## config.mk

```make
export PLATFORM = sky130hd
export DESIGN_NAME = delta_list_timeout_queue_core
export DESIGN_NICKNAME = d
export VERILOG_FILES = /design/src/design/dltq_pkg.sv /design/src/design/dltq_datapath.sv /design/src/design/dltq_ctrl.sv /design/src/design/delta_list_timeout_queue_core.sv
export SDC_FILE = /design/constraint.sdc
export NUM_CORES = 2
export LEC_CHECK = 0
export BUFFER_PORTS_ARGS = -buffer_cell sky130_fd_sc_hd__buf_2
export CELL_PAD_IN_SITES_DETAIL_PLACEMENT = 1
export CELL_PAD_IN_SITES_GLOBAL_PLACEMENT = 2
export CORE_ASPECT_RATIO = 1.5
export CORE_MARGIN = 4
export CORE_UTILIZATION = 41
export CTS_CLUSTER_SIZE = 14
export DETAILED_ROUTE_END_ITERATION = 16
export GPL_ROUTABILITY_DRIVEN = 0
export PLACE_DENSITY_LB_ADDON = 0.1
export SLEW_MARGIN = 20
export SYNTH_ARGS = -nofsm -noshare
export SYNTH_HDL_FRONTEND = slang
export SYNTH_SLANG_ARGS = --single-unit
```

## constraint.sdc

```tcl
create_clock -name clock -period 8.7 [get_ports clock]
set_input_delay 2.61 -clock clock [delete_from_list [all_inputs] [get_ports clock]]
set_output_delay 2.61 -clock clock [all_outputs]
set_load 0.005 [all_outputs]
```

## src/design/dltq_pkg.sv

```systemverilog
// Package for the delta-list timer queue: constants, operation and status codes.
// No dependencies.
`timescale 1ns / 1ps
`default_nettype none
package dltq_pkg;
   localparam int SLOTS_DEFAULT = 16;
   localparam logic [30:0] TMO_MAX = 31'h7FFF_FFFF;

   localparam logic [1:0] OP_ADD      = 2'd0;
   localparam logic [1:0] OP_ABORT    = 2'd1;
   localparam logic [1:0] OP_ANNOUNCE = 2'd2;

   localparam logic [1:0] ST_OK       = 2'd0;
   localparam logic [1:0] ST_INACTIVE = 2'd1;
   localparam logic [1:0] ST_ACTIVE   = 2'd2;

   typedef struct packed {
      logic load;       // capture request fields
      logic clr_d;      // start scan: d = ticks+1+hw, pos = len
      logic add_step;   // compare one entry during add
      logic add_write;  // start insert shift from the end of the list
      logic shift_up;   // one step of order shift for insert; last step writes entry at pos
      logic find_step;  // abort search step
      logic unlink;     // fold delta of found entry into successor
      logic shift_down; // one step of order shift for removal
      logic ann_pop;    // pop head during announce
      logic ann_fin;    // finish announce
      logic set_reprog;
      logic set_inact;
      logic set_act;
   } cmd_type;

   typedef struct packed {
      logic       op_add;
      logic       op_abort;
      logic       op_ann;
      logic       ignore;     // add ignored
      logic       active;     // id is active
      logic       scan_done;  // add scan finished (pos found)
      logic       shift_done; // shift reached pos
      logic       found;      // abort located
      logic       head_due;   // announce head expired
      logic       pos_head;   // insert position is the head
   } sts_type;
endpackage
`default_nettype wire

```

## src/design/dltq_datapath.sv

```systemverilog
// Datapath of the delta-list timer queue: delta store, order store, counters.
// Uses dltq_pkg; driven by dltq_ctrl.
`timescale 1ns / 1ps
`default_nettype none
module dltq_datapath #(
   parameter int SLOTS = dltq_pkg::SLOTS_DEFAULT,
   localparam int IW = $clog2(SLOTS),
   localparam int LW = $clog2(SLOTS + 1)
) (
   input  wire                 clock,
   input  wire                 reset,
   input  dltq_pkg::cmd_type   cmd,
   output dltq_pkg::sts_type   sts,
   input  wire [1:0]           req_op,
   input  wire [3:0]           req_id,
   input  wire [30:0]          req_ticks,
   input  wire                 req_forever,
   input  wire [30:0]          req_hw,
   output logic [3:0]          head_id,
   output logic [1:0]          status,
   output logic                reprogram,
   output logic [30:0]         hw_tmo,
   output logic [63:0]         pop_tick,
   output logic [63:0]         tick_ff
);
   logic [31:0]   delta_ff [SLOTS];
   logic [IW-1:0] order_ff [SLOTS];
   logic [SLOTS-1:0] active_ff;
   logic [LW-1:0] len_ff;
   logic [1:0]    op_ff;
   logic [IW-1:0] id_ff;
   logic          id_ok_ff;
   logic          forever_ff;
   logic [30:0]   hw_ff;
   logic [31:0]   d_ff;       // remaining delta (add) or remaining ticks (announce)
   logic [LW-1:0] i_ff;       // scan position
   logic [LW-1:0] pos_ff;
   logic          done_ff;
   logic [1:0]    status_ff;
   logic          reprog_ff;
   logic [63:0]   tick_in;

   logic [IW-1:0] cur_id;
   logic [31:0]   cur_delta;
   logic [IW-1:0] head;
   logic [32:0]   diff;

   assign cur_id    = order_ff[i_ff[IW-1:0]];
   assign cur_delta = delta_ff[cur_id];
   assign head      = order_ff[0];

   always_comb begin
      sts.op_add     = (op_ff == dltq_pkg::OP_ADD);
      sts.op_abort   = (op_ff == dltq_pkg::OP_ABORT);
      sts.op_ann     = (op_ff == dltq_pkg::OP_ANNOUNCE);
      sts.ignore     = forever_ff | !id_ok_ff;
      sts.active     = id_ok_ff & active_ff[id_ff];
      sts.scan_done  = done_ff | (i_ff >= len_ff);
      sts.shift_done = (i_ff <= pos_ff);
      sts.found      = (i_ff < len_ff) && (cur_id == id_ff);
      sts.head_due   = (len_ff != '0) && (delta_ff[head] <= d_ff);
      sts.pos_head   = (pos_ff == '0);
   end

   assign diff = {1'b0, delta_ff[head]} - {2'b0, hw_ff};
   always_comb begin
      if (len_ff == '0) hw_tmo = dltq_pkg::TMO_MAX;
      else if (diff[32]) hw_tmo = '0;
      else if (diff[31]) hw_tmo = dltq_pkg::TMO_MAX;
      else hw_tmo = diff[30:0];
   end
   assign head_id   = 4'(head);
   assign status    = status_ff;
   assign reprogram = reprog_ff;
   // head expiry tick while no finish is under way
   assign tick_in   = tick_ff + 64'(cmd.ann_fin ? d_ff : delta_ff[head]);
   assign pop_tick  = tick_in;

   always_ff @(posedge clock) begin
      if (cmd.load) begin
         op_ff      <= req_op;
         id_ff      <= IW'(req_id);
         id_ok_ff   <= (32'(req_id) < SLOTS);
         forever_ff <= req_forever;
         hw_ff      <= req_hw;
         d_ff       <= {1'b0, req_ticks};
         i_ff       <= '0;
         done_ff    <= 1'b0;
      end
      if (cmd.clr_d) begin
         d_ff    <= 32'({1'b0, d_ff[30:0]} + 32'd1 + {1'b0, hw_ff});
         pos_ff  <= len_ff;
      end
      if (cmd.add_step) begin
         if (cur_delta > d_ff) begin
            delta_ff[cur_id] <= cur_delta - d_ff;
            pos_ff  <= i_ff;
            done_ff <= 1'b1;
         end else begin
            d_ff <= d_ff - cur_delta;
            i_ff <= i_ff + 1'b1;
         end
      end
      if (cmd.add_write) begin
         i_ff <= len_ff;
      end
      if (cmd.shift_up) begin
         if (i_ff > pos_ff) begin
            order_ff[i_ff[IW-1:0]] <= order_ff[i_ff[IW-1:0] - 1'b1];
            i_ff <= i_ff - 1'b1;
         end else begin
            order_ff[pos_ff[IW-1:0]] <= id_ff;
            delta_ff[id_ff] <= d_ff;
            len_ff <= len_ff + 1'b1;
         end
      end
      if (cmd.find_step) i_ff <= i_ff + 1'b1;
      if (cmd.unlink) begin
         if (i_ff + 1'b1 < len_ff)
            delta_ff[order_ff[i_ff[IW-1:0] + 1'b1]] <=
               delta_ff[order_ff[i_ff[IW-1:0] + 1'b1]] + cur_delta;
      end
      if (cmd.shift_down) begin
         if (i_ff + 1'b1 < len_ff) begin
            order_ff[i_ff[IW-1:0]] <= order_ff[i_ff[IW-1:0] + 1'b1];
            i_ff <= i_ff + 1'b1;
         end else begin
            len_ff <= len_ff - 1'b1;
         end
      end
      if (cmd.ann_pop) begin
         d_ff <= d_ff - delta_ff[head];
         delta_ff[head] <= '0;
         i_ff <= '0;
      end
      if (cmd.ann_fin && len_ff != '0) delta_ff[head] <= delta_ff[head] - d_ff;
      if (cmd.set_inact) status_ff <= dltq_pkg::ST_INACTIVE;
      if (cmd.set_act)   status_ff <= dltq_pkg::ST_ACTIVE;
      if (cmd.set_reprog) reprog_ff <= 1'b1;
      if (cmd.load) begin
         status_ff <= dltq_pkg::ST_OK;
         reprog_ff <= 1'b0;
      end
      if (reset) begin
         len_ff    <= '0;
         active_ff <= '0;
         tick_ff   <= '0;
      end else begin
         if (cmd.shift_up && !(i_ff > pos_ff)) active_ff[id_ff] <= 1'b1;
         if (cmd.unlink) active_ff[cur_id] <= 1'b0;
         if (cmd.ann_pop) active_ff[head] <= 1'b0;
         if (cmd.ann_pop || cmd.ann_fin) tick_ff <= tick_in;
      end
   end

`ifndef SYNTHESIS
   a_len: assert property (@(posedge clock) disable iff (reset)
      32'(len_ff) <= SLOTS) else $error("queue length overflow");
   a_cnt: assert property (@(posedge clock) disable iff (reset)
      32'($countones(active_ff)) == 32'(len_ff) || cmd.shift_up || cmd.shift_down
      || $past(cmd.shift_up) || $past(cmd.shift_down))
      else $error("active count mismatch");
   a_tick: assert property (@(posedge clock) disable iff (reset)
      !(cmd.ann_pop || cmd.ann_fin) && !$past(reset) |=> tick_ff == $past(tick_ff) || $past(reset))
      else $error("tick changed outside announce");
`endif
endmodule
`default_nettype wire

```

## src/design/dltq_ctrl.sv

```systemverilog
// Controller state machine for the delta-list timer queue.
// Uses dltq_pkg; drives dltq_datapath and the stream handshakes.
`timescale 1ns / 1ps
`default_nettype none
module dltq_ctrl (
   input  wire                clock,
   input  wire                reset,
   input  wire                req_tvalid,
   output logic               req_tready,
   output logic               rsp_tvalid,
   input  wire                rsp_tready,
   output logic               rsp_kind,
   output dltq_pkg::cmd_type  cmd,
   input  dltq_pkg::sts_type  sts
);
   localparam logic [3:0] S_IDLE = 4'd0, S_DISP = 4'd1, S_ADDI = 4'd2,
      S_SCAN = 4'd3, S_INS = 4'd4, S_FIND = 4'd5, S_UNL = 4'd6, S_SHD = 4'd7,
      S_ANN = 4'd8, S_EXP = 4'd9, S_POP = 4'd10, S_SUM = 4'd11,
      S_FIN = 4'd13;

   logic [3:0] state_ff, state_in;

   always_comb begin
      cmd = '0;
      state_in = state_ff;
      req_tready = 1'b0;
      rsp_tvalid = 1'b0;
      rsp_kind = 1'b1;
      case (state_ff)
         S_IDLE: begin
            req_tready = 1'b1;
            if (req_tvalid) begin
               cmd.load = 1'b1;
               state_in = S_DISP;
            end
         end
         S_DISP: begin
            if (sts.op_add) begin
               if (sts.ignore) state_in = S_SUM;
               else if (sts.active) begin
                  cmd.set_act = 1'b1;
                  state_in = S_SUM;
               end else begin
                  cmd.clr_d = 1'b1;
                  state_in = S_SCAN;
               end
            end else if (sts.op_abort) begin
               if (!sts.active) begin
                  cmd.set_inact = 1'b1;
                  state_in = S_SUM;
               end else state_in = S_FIND;
            end else if (sts.op_ann) begin
               cmd.set_reprog = 1'b1;
               state_in = S_ANN;
            end else state_in = S_SUM;
         end
         S_SCAN: begin
            if (sts.scan_done) begin
               cmd.add_write = 1'b1;
               state_in = S_INS;
            end else cmd.add_step = 1'b1;
         end
         S_INS: begin
            cmd.shift_up = 1'b1;
            if (sts.shift_done) state_in = S_ADDI;
         end
         S_ADDI: begin
            if (sts.pos_head) cmd.set_reprog = 1'b1;
            state_in = S_SUM;
         end
         S_FIND: begin
            if (sts.found) begin
               cmd.unlink = 1'b1;
               state_in = S_SHD;
            end else cmd.find_step = 1'b1;
         end
         S_SHD: begin
            if (sts.scan_done) state_in = S_SUM;
            else cmd.shift_down = 1'b1;
         end
         S_ANN: begin
            if (sts.head_due) state_in = S_EXP;
            else state_in = S_FIN;
         end
         S_EXP: begin
            rsp_tvalid = 1'b1;
            rsp_kind = 1'b0;
            if (rsp_tready) begin
               cmd.ann_pop = 1'b1;
               state_in = S_POP;
            end
         end
         S_POP: begin
            if (sts.scan_done) state_in = S_ANN;
            else cmd.shift_down = 1'b1;
         end
         S_FIN: begin
            cmd.ann_fin = 1'b1;
            state_in = S_SUM;
         end
         S_SUM: begin
            rsp_tvalid = 1'b1;
            if (rsp_tready) state_in = S_IDLE;
         end
         default: state_in = S_IDLE;
      endcase
   end

   always_ff @(posedge clock) begin
      if (reset) state_ff <= S_IDLE;
      else state_ff <= state_in;
   end

`ifndef SYNTHESIS
   a_busy: assert property (@(posedge clock) disable iff (reset)
      req_tready |-> !rsp_tvalid) else $error("accept while result pending");
   a_sum: assert property (@(posedge clock) disable iff (reset)
      rsp_tvalid && rsp_tready && rsp_kind |=> req_tready)
      else $error("no return to idle after summary");
   a_cmd: assert property (@(posedge clock) disable iff (reset)
      $onehot0({cmd.add_step, cmd.shift_up, cmd.shift_down, cmd.ann_pop}))
      else $error("conflicting commands");
`endif
endmodule
`default_nettype wire

```

## src/design/delta_list_timeout_queue_core.sv

```systemverilog
// Top level of the delta-list timer queue: controller plus datapath.
// An announce reports each expired timer before its summary; a stalled result holds the core.
// One item is worked at a time; the next is taken in the cycle after its summary is accepted.
// Reset (synchronous): queue empty, all timers inactive, tick count zero.
`timescale 1ns / 1ps
`default_nettype none
module delta_list_timeout_queue_core #(
   parameter int SLOTS = dltq_pkg::SLOTS_DEFAULT
) (
   input  wire          clock,
   input  wire          reset,
   input  wire          req_tvalid,
   output logic         req_tready,
   input  wire  [71:0]  req_tdata,  // operation, timer_id, ticks, forever_req, hw_elapsed
   output logic         rsp_tvalid,
   input  wire          rsp_tready,
   output logic [103:0] rsp_tdata,  // expired_id, status, reprogram, hw timeout, current_tick
   output logic         rsp_tuser,  // kind
   output logic         rsp_tlast   // last
);
   dltq_pkg::cmd_type cmd;
   dltq_pkg::sts_type sts;
   logic [3:0]  head_id;
   logic [1:0]  status;
   logic        reprogram, kind;
   logic [30:0] hw_tmo;
   logic [63:0] tick;
   logic [63:0] pop_tick;

   dltq_ctrl u_ctrl (
      .clock(clock), .reset(reset), .req_tvalid(req_tvalid), .req_tready(req_tready),
      .rsp_tvalid(rsp_tvalid), .rsp_tready(rsp_tready), .rsp_kind(kind),
      .cmd(cmd), .sts(sts));

   dltq_datapath #(.SLOTS(SLOTS)) u_dp (
      .clock(clock), .reset(reset), .cmd(cmd), .sts(sts),
      .req_op(req_tdata[1:0]), .req_id(req_tdata[5:2]), .req_ticks(req_tdata[36:6]),
      .req_forever(req_tdata[37]), .req_hw(req_tdata[68:38]),
      .head_id(head_id), .status(status), .reprogram(reprogram),
      .hw_tmo(hw_tmo), .pop_tick(pop_tick), .tick_ff(tick));

   assign rsp_tuser = kind;
   assign rsp_tlast = kind;
   always_comb begin
      if (kind)
         rsp_tdata = {2'b0, tick, hw_tmo, reprogram, status, 4'd0};
      else
         rsp_tdata = {2'b0, pop_tick, 31'd0, 1'b0, dltq_pkg::ST_OK, head_id};
   end
endmodule
`default_nettype wire

```

==> results.py <==
metrics = {
    "synthesis": {
        "async_flop_share": 0,
        "synth_most_common_cell": "nand2_1",
        "syn-cell-area_um2": 56140,
        "synth_top_area_cell": "edfxtp_1",
        "synth_edf_count": 614,
        "ys_types": 98,
        "yosysWarningCount": 0,
        "synth_common_cells": "nand2_1, edfxtp_1, a21oi_1",
        "synth_flop_cell": "edfxtp_1",
        "synth_top_cells_by_area": "edfxtp_1, nand2_1, mux4_2, ha_1, dfxtp_1",
        "avgSynthCellArea_um2": 9.017,
        "synth-seq-area-share": 0.3766,
        "syn_inst": 6226,
        "synth_top_cell_area_share": 0.3284,
        "ys_ff_latch": 749,
    },
    "floorplanning": {
        "num_rows": 166,
        "die_area_um2": 143000,
        "start_util": 0.4120,
        "die_x_um": 310.1,
        "core_um2": 136300,
        "ios": 184,
        "die_height_um": 461.2,
    },
    "critical_path": {
        "r2r_slack_ns": 0.66,
        "r2r_start": "u_dp.i_ff[0]",
        "reg2reg_depth": 24,
        "worstPathMaxFanout": 17,
        "worst_ep_required_time_ns": 6.09,
        "r2r_end": "u_dp.delta_ff[0][31]",
        "worstSetupPathType": "flip-flop to output pin",
        "cp-end-kind": "output pin",
        "arrival_ns": 5.90,
        "start_kind": "flip-flop",
    },
    "clock_tree": {
        "htreeDepth": 3,
        "path_clk_slew_ns": 0.07,
        "cts-buffers-inserted": 83,
        "root_buffer": "clkbuf_16",
        "cts_buffer_depth": 3,
        "clkLatencyLatePin_ns": 0.74,
        "clkSinkCount": 749,
        "cts_tree": "built",
    },
    "placed_design": {
        "io_buffer_count": 178,
        "place_worst_setup_slack_ns": 0.3157,
        "dp_hpwl_mm": 167.7,
    },
    "routing": {
        "drt_wl_total_mm": 231.9,
        "drt-pass1-iter-count": 6,
        "wl_per_cell_um": 28.41,
        "drt_iter0_drc": 3805,
        "num_vias": 50800,
        "routed.top_layer": "met5",
        "wl_met1_mm": 91.42,
        "ant_nets": 0,
        "dr_wl_met3_mm": 11.94,
        "routed_via_density": 6.224,
        "drc": 0,
        "met2_length_mm": 113.8,
    },
    "sta": {
        "whs_ns": 0.4892,
        "min_period_over_period": 0.9781,
        "min_period_ns": 8.509,
        "setup_violations": 0,
        "final.setup.worst_slack_ns": 0.1906,
        "tightest_slew_ns": 1.127,
        "fin_skew_ns": 0.05642,
        "slew_viol_final": 0,
        "hold_violations": 0,
        "max_freq_mhz": 117.5,
        "relSlewSlack": 0.2438,
    },
    "job": {
        "cap_violations": 0,
    },
    "grt": {
        "grt_pass1_wl_mm": 338.5,
        "grt.overflow.total": 0,
        "grt_max_degree": 99,
        "antenna_found_initial": 6,
        "grt_pass1_vias": 52150,
        "grt_use_total": 0.3168,
    },
    "finish": {
        "drive_gt1_frac": 0.1416,
        "finish.net_count": 6681,
        "antenna_cells": 0,
        "area_growth_pct": 13.41,
    },
    "outcome": {
        "status": "finished, final reports clean",
    },
    "worst_hold_path": {
        "holdCritStartpoint": "u_dp.done_ff",
        "holdPathStages": 2,
        "hold_path_class": "flip-flop to flip-flop",
        "holdPathEnd": "u_dp.done_ff",
    },
}
==> worst max path at each step <==
stage                                    from       endpoint  slack, ns  cells after the start
after floorplan           u_dp.order_ff[0][0]  rsp_tdata[10]       0.62                     21
after global placement    u_dp.order_ff[0][0]  rsp_tdata[11]       0.36                     18
after detailed placement  u_dp.order_ff[0][0]  rsp_tdata[14]       0.32                     18
after CTS                 u_dp.order_ff[0][0]  rsp_tdata[93]     0.0009                     19
after global routing      u_dp.order_ff[0][0]  rsp_tdata[79]      -0.02                     21
final                     u_dp.order_ff[0][1]  rsp_tdata[13]       0.19                     21
==> metal layers <==
| metal | track usage | vias to the layer above |
|---|---|---|
| li1 | - | 23040 |
| met1 | 0.3793 | 25780 |
| met2 | 0.5504 | 1501 |
| met3 | 0.04281 | 476 |
| met4 | 0.1709 | 6 |
| met5 | 0 | - |
==> final cells by class <==
cell class,instances,area (um^2)
Fill cell,15530,72590
Multi-Input combinational cell,4832,32880
Sequential cell,749,21140
Timing Repair Buffer,462,3872
Inverter,199,749.5
Tap cell,1764,2207
Clock buffer,98,2165
Clock inverter,57,651.9
==> cells in the final DEF (no fill, tap or decap), drive strengths merged, types with 82 or more instances in the layout <==
| cell | instances |
|---|---|
| xnor2 | 167 |
| buf | 459 |
| a21oi | 512 |
| nand2 | 1322 |
| a311oi | 132 |
| dfxtp | 135 |
| a211oi | 82 |
| and3 | 277 |
| nor2 | 353 |
| mux4 | 214 |
| inv | 200 |
| clkbuf | 100 |
| xor2 | 124 |
| ha | 270 |
| o21ai | 275 |
| nand3 | 86 |
| a21o | 163 |
| edfxtp | 614 |
| a31oi | 170 |
==> critical path, stage by stage, from the launching register on <==
cell	delay (ns)
edfxtp_1	0.38
buf_12	0.19
buf_4	0.34
mux4_2	0.36
mux4_2	0.59
inv_2	0.13
ha_2	0.21
fa_1	0.22
nor2b_1	0.07
o21ai_1	0.16
a21boi_1	0.11
o31a_1	0.36
a221o_1	0.43
a311oi_4	0.39
o41ai_4	0.14
o2111ai_2	0.10
a21boi_2	0.11
o41ai_4	0.30
buf_4	0.23
buf_6	0.17
a21oi_1	0.05
buf_2	0.13
==> sequential cells by signal, summed over array words and instances (netlist names), 16 cells and up <==
register        flops
u_dp.hw_ff         31
u_dp.d_ff          32
u_dp.tick_ff       64
u_dp.active_ff     16
u_dp.delta_ff     512
u_dp.order_ff      64
==> metrics by stage <==
stage	utilization	setup TNS, ns	std cells	instance area (um^2)
after global routing	0.4673	-0.02442	8161	63660
after global placement	0.4430	0	7987	60360
after detailed placement	0.4431	0	7987	60370
final	0.4673	0	8161	63660
after CTS	0.4650	0	8146	63350
after floorplan	-	0	6227	56140
==> timing repair <==
action,CTS,global route
hold buffers,0,0
endpoints found under the setup margin,68,69
pin swaps,3,6
setup buffers,3,12
resized for setup,23,30
endpoints found under the hold margin,0,0
cloned,1,3
==> cell families (layout without fill, tap and decap cells) <==
kind of cell | Yosys count | count (layout) | synth area share
other | 1 | 2 | 0.00006680
multiplexers | 283 | 283 | 0.09849
buffers and inverters | 646 | 816 | 0.04600
adder cells (fa/ha/maj) | 278 | 278 | 0.06303
AND/OR/NAND/NOR | 2358 | 2358 | 0.1864
XOR/XNOR | 291 | 291 | 0.04580
AO/OA/AOI/OAI | 1620 | 1620 | 0.1836
flip-flops | 749 | 749 | 0.3766
Power is left out: the tool's default activity adds up to more than one toggle a clock period on the data nets, which glitch-free logic cannot reach.
